==> config.mk <==
export PLATFORM = sky130hd
export DESIGN_NAME = led_dimmer_fade_ramp_core
export DESIGN_NICKNAME = d
export VERILOG_FILES = /design/src/hw/rtl/ldfr_pkg.sv /design/src/hw/rtl/ldfr_engine.sv /design/src/hw/rtl/ldfr_out_buf.sv /design/src/hw/rtl/led_dimmer_fade_ramp_core.sv
export SDC_FILE = /design/constraint.sdc
export NUM_CORES = 1
export LEC_CHECK = 0
export ABC_AREA = 1
export BUFFER_PORTS_ARGS = -buffer_cell sky130_fd_sc_hd__buf_4
export CORE_ASPECT_RATIO = 0.75
export CORE_MARGIN = 3
export CORE_UTILIZATION = 35
export CTS_CLUSTER_DIAMETER = 60
export DETAILED_ROUTE_END_ITERATION = 10
export RECOVER_POWER = 50
export SLEW_MARGIN = 25
export SYNTH_ARGS = -nofsm -noshare
export SYNTH_HDL_FRONTEND = slang
export SYNTH_SLANG_ARGS = --single-unit
==> constraint.sdc <==
create_clock -name clock -period 6.9 [get_ports clock]
set_input_delay 0.69 -clock clock [delete_from_list [all_inputs] [get_ports clock]]
set_output_delay 0.69 -clock clock [all_outputs]
set_load 0.005 [all_outputs]
==> src/hw/rtl/ldfr_pkg.sv <==
// Shared types and constants for the LED dimmer fade ramp.
package ldfr_pkg;

   localparam logic [1:0] OP_TICK   = 2'd0;
   localparam logic [1:0] OP_SET    = 2'd1;
   localparam logic [1:0] OP_SWITCH = 2'd2;

   localparam logic [7:0] SWITCH_OFF = 8'd0;
   localparam logic [7:0] SWITCH_ON  = 8'd1;

   localparam logic [7:0] CSR_STEP_SIZE       = 8'd0;
   localparam logic [7:0] CSR_UPDATE_INTERVAL = 8'd1;

   localparam logic [6:0] FULL_LEVEL        = 7'd100;
   localparam logic [6:0] STEP_RESET        = 7'd1;
   localparam logic [7:0] INTERVAL_RESET    = 8'd10;

   localparam int RSP_DATA_W = 32;

   // Lowest field last, so duty_permill sits in the low bits when packed.
   typedef struct packed {
      logic       light_on;
      logic       fading;
      logic [6:0] target;
      logic [6:0] brightness;
      logic [9:0] duty_permill;
   } rsp_type;

endpackage

==> src/hw/rtl/ldfr_engine.sv <==
// Fade state registers and the per-item next-state logic.
module ldfr_engine (
   input  logic            clock,
   input  logic            reset,
   input  logic            item_accept,
   input  logic [1:0]      opcode,
   input  logic [7:0]      value,
   input  logic [6:0]      step_size,
   input  logic [7:0]      update_interval,
   output ldfr_pkg::rsp_type result
);
   import ldfr_pkg::*;

   logic [6:0] cur_ff, cur_in;
   logic [6:0] goal_ff, goal_in;
   logic [6:0] mem_ff, mem_in;
   logic       ramp_ff, ramp_in;
   logic [7:0] elapsed_ff, elapsed_in;

   logic [7:0] elapsed_inc;
   logic [6:0] mag;
   logic [7:0] up_sum;
   logic       set_req;
   logic [7:0] set_pct;

   always_comb begin
      cur_in     = cur_ff;
      goal_in    = goal_ff;
      mem_in     = mem_ff;
      ramp_in    = ramp_ff;
      elapsed_in = elapsed_ff;
      set_req    = 1'b0;
      set_pct    = value;

      elapsed_inc = (elapsed_ff < update_interval) ? elapsed_ff + 8'd1 : update_interval;
      mag    = (goal_ff >= cur_ff) ? goal_ff - cur_ff : cur_ff - goal_ff;
      up_sum = {1'b0, cur_ff} + {1'b0, step_size};

      case (opcode)
         OP_TICK: begin
            elapsed_in = elapsed_inc;
            if (ramp_ff && elapsed_inc >= update_interval) begin
               elapsed_in = 8'd0;
               if (mag <= step_size) begin
                  cur_in  = goal_ff;
                  ramp_in = 1'b0;
               end else if (goal_ff > cur_ff) begin
                  if (up_sum > {1'b0, FULL_LEVEL}) begin
                     cur_in  = FULL_LEVEL;
                     ramp_in = 1'b0;
                  end else begin
                     cur_in = up_sum[6:0];
                  end
               end else begin
                  if (cur_ff < step_size) begin
                     cur_in  = 7'd0;
                     ramp_in = 1'b0;
                  end else begin
                     cur_in = cur_ff - step_size;
                  end
               end
            end
         end
         OP_SET: begin
            set_req = 1'b1;
         end
         OP_SWITCH: begin
            if (value == SWITCH_OFF) begin
               set_req = 1'b1;
               set_pct = 8'd0;
            end else if (value == SWITCH_ON) begin
               set_req = 1'b1;
               set_pct = {1'b0, mem_ff};
            end
         end
         default: ;
      endcase

      if (set_req && set_pct <= {1'b0, FULL_LEVEL}) begin
         if (set_pct != 8'd0) begin
            mem_in = set_pct[6:0];
         end
         goal_in = set_pct[6:0];
         ramp_in = 1'b1;
      end
   end

   always_ff @(posedge clock) begin
      if (reset) begin
         cur_ff     <= 7'd0;
         goal_ff    <= 7'd0;
         mem_ff     <= FULL_LEVEL;
         ramp_ff    <= 1'b0;
         elapsed_ff <= INTERVAL_RESET;
      end else if (item_accept) begin
         cur_ff     <= cur_in;
         goal_ff    <= goal_in;
         mem_ff     <= mem_in;
         ramp_ff    <= ramp_in;
         elapsed_ff <= elapsed_in;
      end
   end

   always_comb begin
      result.duty_permill = {cur_in, 3'b000} + {2'b00, cur_in, 1'b0};
      result.brightness   = cur_in;
      result.target       = goal_in;
      result.fading       = ramp_in;
      result.light_on     = (goal_in != 7'd0);
   end

`ifndef ASSERT_OFF
   a_cur_range: assert property (@(posedge clock) disable iff (reset)
      cur_ff <= FULL_LEVEL) else $error("level above full scale");
   a_goal_range: assert property (@(posedge clock) disable iff (reset)
      goal_ff <= FULL_LEVEL) else $error("set point above full scale");
   a_mem_range: assert property (@(posedge clock) disable iff (reset)
      mem_ff != 7'd0 && mem_ff <= FULL_LEVEL) else $error("remembered level out of range");
`endif
endmodule

==> src/hw/rtl/ldfr_out_buf.sv <==
// Two-entry result buffer: output register plus skid stage.
module ldfr_out_buf (
   input  logic              clock,
   input  logic              reset,
   input  logic              in_valid,
   output logic              in_ready,
   input  ldfr_pkg::rsp_type in_data,
   output logic              out_valid,
   input  logic              out_ready,
   output ldfr_pkg::rsp_type out_data
);
   import ldfr_pkg::*;

   logic    main_valid_ff;
   logic    skid_valid_ff;
   rsp_type main_ff;
   rsp_type skid_ff;
   logic    push;
   logic    pop;

   assign in_ready  = !skid_valid_ff;
   assign out_valid = main_valid_ff;
   assign out_data  = main_ff;
   assign push      = in_valid && in_ready;
   assign pop       = main_valid_ff && out_ready;

   always_ff @(posedge clock) begin
      if (reset) begin
         main_valid_ff <= 1'b0;
         skid_valid_ff <= 1'b0;
      end else if (skid_valid_ff) begin
         if (pop) begin
            skid_valid_ff <= 1'b0;
         end
      end else if (push) begin
         if (main_valid_ff && !pop) begin
            skid_valid_ff <= 1'b1;
         end
         main_valid_ff <= 1'b1;
      end else if (pop) begin
         main_valid_ff <= 1'b0;
      end
   end

   always_ff @(posedge clock) begin
      if (skid_valid_ff) begin
         if (pop) begin
            main_ff <= skid_ff;
         end
      end else if (push) begin
         if (main_valid_ff && !pop) begin
            skid_ff <= in_data;
         end else begin
            main_ff <= in_data;
         end
      end
   end

`ifndef ASSERT_OFF
   a_skid_needs_main: assert property (@(posedge clock) disable iff (reset)
      skid_valid_ff |-> main_valid_ff) else $error("skid holds item without output item");
   a_skid_on_stall: assert property (@(posedge clock) disable iff (reset)
      $rose(skid_valid_ff) |-> $past(main_valid_ff && !out_ready && in_valid))
      else $error("skid filled without a stall");
   a_skid_drains: assert property (@(posedge clock) disable iff (reset)
      skid_valid_ff && out_ready |=> !skid_valid_ff) else $error("skid not drained");
`endif
endmodule

==> src/hw/rtl/led_dimmer_fade_ramp_core.sv <==
// LED dimmer fade ramp: top level with configuration registers and stream ports.
//
// Usage:
//   req_ channel carries one item per handshake: req_tuser is the opcode
//   (tick, set brightness, switch on/off), req_tdata is the value.
//   rsp_ channel returns exactly one item per accepted request: duty in
//   permill, brightness, target, fading and on flags.
//   csr_ channel writes step_size (index 0) or update_interval (index 1);
//   other indexes are ignored. csr_ready is always high. Write only while idle.
// Timing:
//   An accepted item updates the fade state in the same cycle; its result is
//   registered in the output buffer and shown on rsp_. One item per cycle
//   sustained while rsp_ is not stalled, set by the next-state logic in ldfr_engine.
// Reset:
//   Level 0, target 0, remembered level 100, no fade, step 1, interval 10.
// Stall:
//   A two-entry output buffer keeps req_tready high for one more item while
//   rsp_ is stalled; then req_tready drops until the receiver takes an item.
module led_dimmer_fade_ramp_core (
   input  logic        clock,
   input  logic        reset,
   input  logic        req_tvalid,
   output logic        req_tready,
   input  logic [7:0]  req_tdata,   // [7:0] value
   input  logic [1:0]  req_tuser,   // [1:0] opcode
   output logic        rsp_tvalid,
   input  logic        rsp_tready,
   output logic [31:0] rsp_tdata,   // [9:0] duty_permill, [16:10] brightness,
                                    // [23:17] target, [24] fading, [25] light_on
   input  logic        csr_valid,
   output logic        csr_ready,
   input  logic [7:0]  csr_index,
   input  logic [7:0]  csr_data
);
   import ldfr_pkg::*;

   logic [6:0] step_ff;
   logic [7:0] interval_ff;
   rsp_type    result;
   rsp_type    rsp_item;
   logic       accept;

   assign csr_ready = 1'b1;
   assign accept    = req_tvalid && req_tready;

   always_ff @(posedge clock) begin
      if (reset) begin
         step_ff     <= STEP_RESET;
         interval_ff <= INTERVAL_RESET;
      end else if (csr_valid) begin
         unique case (csr_index)
            CSR_STEP_SIZE:       step_ff     <= csr_data[6:0];
            CSR_UPDATE_INTERVAL: interval_ff <= csr_data;
            default: ;
         endcase
      end
   end

   ldfr_engine u_engine (
      .clock           (clock),
      .reset           (reset),
      .item_accept     (accept),
      .opcode          (req_tuser),
      .value           (req_tdata),
      .step_size       (step_ff),
      .update_interval (interval_ff),
      .result          (result)
   );

   ldfr_out_buf u_out_buf (
      .clock     (clock),
      .reset     (reset),
      .in_valid  (req_tvalid),
      .in_ready  (req_tready),
      .in_data   (result),
      .out_valid (rsp_tvalid),
      .out_ready (rsp_tready),
      .out_data  (rsp_item)
   );

   assign rsp_tdata = {{(RSP_DATA_W - $bits(rsp_type)){1'b0}}, rsp_item};

endmodule

==> flow_summary.yaml <==
synthesis:
  synthMuxAreaShare_pct: 0.6790
  yosysTopAreaCell: "edfxtp_1"
  ys_async_sr_fraction_pct: 0
  synth_area_per_cell_um2: 7.816
  syn_area_um2: 6081
  syn_inst: 778
  synthSimpleGateAreaFrac_pct: 20.16
  synth_warnings: 0
  synth.distinct_cells: 47
  synth_compound_area_share_pct: 15.82
  synth_area_leaders: "edfxtp_1 23%, dfxtp_1 15%, ha_1 12%"
  ys.flop_type: "dfxtp_1"
  yosys.area_share.xor_xnor_pct: 2.016
  ys_seq_area_share_pct: 38.19
  yosysMostFrequentCell: "nand2_1"
  ys_ff_latch: 93
  synthAdderAreaFrac_pct: 13.05
  synth_top_area_share_pct: 22.72
  yosys-top-cells-count: "170 x nand2_1, 113 x inv_1, 71 x a21oi_1, 67 x o21ai_0, 57 x ha_1"
  synth_top_family_by_area: "simple AND/OR/NAND/NOR gates"
  synth-edff-count: 46
layout:
  fillers: 1725
  seq_area_um2: 2322
  num_antenna_cells: 0
  final_layout_size_suffix_gt1_share_pct: 10.58
  synthToLayoutAreaGrowth_pct: 14.18
  final_core_utilization_pct: 41.01
  multi_input_area_um2: 3168
  final_nets: 919
routing:
  drt-initial-drc-count: 371
  avgViaCountPerCell: 4.845
  route.detailed.drc: 0
  num_vias: 5073
  first_pass_iters: 5
  ant_nets: 0
  wl_per_cell_um: 13.70
  totalWireLength_um: 14340
sta:
  tns_ns: 0
  period_minus_slack_ns: 5.416
  worst_slew_pin_slew_ns: 1.812
  layout_setup_ws_ns: 1.484
  max_slew_margin_pct: -21.25
  fin_crit_sh_pct: 78.50
  slew_viol_final: 64
  rsz0062_at_grt: "false"
  finalClockSkew_ns: 0.003843
  max_freq_mhz: 184.6
  setup_violations: 0
  hold_viol_final: 0
global_routing:
  grt_pass1_vias: 4700
  grt-ovfl-total: 0
  antenna_found_initial: 0
  grtUsageTotal_pct: 15.50
  grt_max_degree: 40
  grt_pass1_wl_um: 23600
setup_path:
  start_kind: "flip-flop"
  cp.arrival_ns: 5.52
  cp.required_ns: 7.00
  cpMaxStageDelayCell: "dfxtp_1"
  crit_type: "reg2reg"
  worst_path_most_repeated_cell: "nand2_1"
  critPathCaptureType: "flip-flop"
  r2r-start: "u_engine.cur_ff[1]$_SDFFE_PP0P_"
  cp_max_fo: 9
  r2r_slack_ns: 1.48
  slowest_delay_ns: 0.59
  r2r-end: "u_out_buf.out_data[7]$_DFFE_PP_"
  rr_worst_depth: 33
pwr:
  p_per_area_nw_per_um2: 228.7
  finalPower_mw: 1.588
  ir_drop_v: 0.0001043
  p_leak_nw: 3.331
min_path:
  worstHoldEndpoint: "u_engine.mem_ff[2]$_SDFFE_PP1P_"
  min_path_type: "reg2reg"
  worstHoldStart: "u_engine.mem_ff[2]$_SDFFE_PP1P_"
  min_path_cells: 2
die:
  dieArea_um2: 19010
  ios: 66
  core_um2: 16930
  initial_utilization_pct: 35.92
  rows: 41
  die-height_um: 120.2
  die_w_um: 158.2
status:
  status: "finished with violations"
  violations: "max-capacitance violations, max-slew violations"
cts:
  clock_latency_ns: 0.35
  cts_tree: "built"
  hold_buffers: 0
  cts_setup_buffers: 0
  numCtsBuffers: 9
  clockBufferDepth: 2
  cts.repair.resized: 0
  clkTransAtPathRegs_ns: 0.06
  cts-root-buf: "clkbuf_16"
  htreeDepth: 3
  clock_sinks: 93
flow_run:
  maxCapViolCount: 2
placement:
  port_buffers: 57
  place_congestion: 0.8754
  place_hpwl_um: 11200
  dp_slack_ns: 1.593
report_power, final:
| part | switching, mW | total [mW] | internal [mW] |
|---|---|---|---|
| sequential | 0.0183 | 0.640 | 0.622 |
| clock | 0.212 | 0.505 | 0.292 |
| combinational | 0.274 | 0.443 | 0.169 |
metal layers:
metal	track usage [%]	up-vias	routed length, µm	share of wire [%]
met5	0	-	0	0
met4	2.848	0	108	0.75
met3	3.857	11	785	5.5
met2	22.98	90	6048	42
met1	22.96	2288	7398	52
li1	-	2684	-	-
worst max-delay path, delay by kind of cell (launching register included):
family                     cells  cell delay (ns)
AOI/OAI and AO/OA              5             0.68
xor gates and xnor gates       1             0.17
adders and majority gates      3             0.71
buffers and inverters          5             0.60
DFF                            1             0.59
muxes                          1             0.28
and+or+nand+nor               18             2.12
cell type report:
type | instances | share of cell area [%]
clock buffer | 11 | 3.496
clock inverter | 5 | 0.8290
inverter | 120 | 6.488
multi-input combinational | 543 | 45.63
sequential | 93 | 33.45
tap | 215 | 3.875
timing repair buffer | 60 | 6.235
registers in the layout, summed over array words and instances, names as in the netlist:
register / count
u_out_buf.skid_ff: 23
u_out_buf.out_data: 23
u_out_buf.out_valid: 1
u_engine.elapsed_ff: 8
step_ff: 7
u_engine.cur_ff: 7
u_out_buf.skid_valid_ff: 1
u_engine.ramp_ff: 1
interval_ff: 8
u_engine.goal_ff: 7
u_engine.mem_ff: 7
layout by cell type, fill, tap and decap left out, types with 5 or more instances in the layout:
master,count
nand2_1,172
inv_1,114
o21ai_0,74
a21oi_1,71
ha_1,57
dfxtp_1,47
edfxtp_1,46
nand3_1,45
nor2_1,28
buf_4,28
clkbuf_4,27
nand4_1,12
clkbuf_16,9
conb_1,8
o211ai_1,7
xnor2_1,7
xor2_1,7
nand2_2,6
nand3b_1,5
per-stage QoR:
| stage | hold WS (ns) | instance area, µm² | instances |
|---|---|---|---|
| 6_report | 0.4742 | 6943 | 1047 |
| 3_3_place_gp | 0.4609 | 6663 | 1030 |
| 4_1_cts | 0.4796 | 6968 | 1046 |
| 2_1_floorplan | 0.4423 | 6103 | 784 |
| 3_5_place_dp | 0.4661 | 6668 | 1030 |
| 5_1_grt | 0.4983 | 6943 | 1047 |
worst max-delay path by stage:
stage,end,startpoint,slack [ns]
3_5_place_dp,u_out_buf.skid_ff[8]$_DFFE_PP_,u_engine.cur_ff[1]$_SDFFE_PP0P_,1.59
3_3_place_gp,u_out_buf.skid_ff[8]$_DFFE_PP_,u_engine.cur_ff[1]$_SDFFE_PP0P_,1.57
4_1_cts,u_out_buf.out_data[8]$_DFFE_PP_,u_engine.cur_ff[1]$_SDFFE_PP0P_,1.56
2_1_floorplan,u_out_buf.skid_ff[8]$_DFFE_PP_,u_engine.cur_ff[1]$_SDFFE_PP0P_,2.43
6_report,u_out_buf.out_data[7]$_DFFE_PP_,u_engine.cur_ff[1]$_SDFFE_PP0P_,1.48
5_1_grt,u_out_buf.out_data[8]$_DFFE_PP_,u_engine.cur_ff[1]$_SDFFE_PP0P_,0.85
cell families after synthesis:
logic type / Yosys count
other: 2
multiplexers: 4
buffers and inverters: 148
AND/OR/NAND/NOR: 280
AO/OA/AOI/OAI: 176
flip-flops: 93
XOR/XNOR: 14
adder cells (fa/ha/maj): 61
Note: power is estimated with default switching activity, not from simulation.
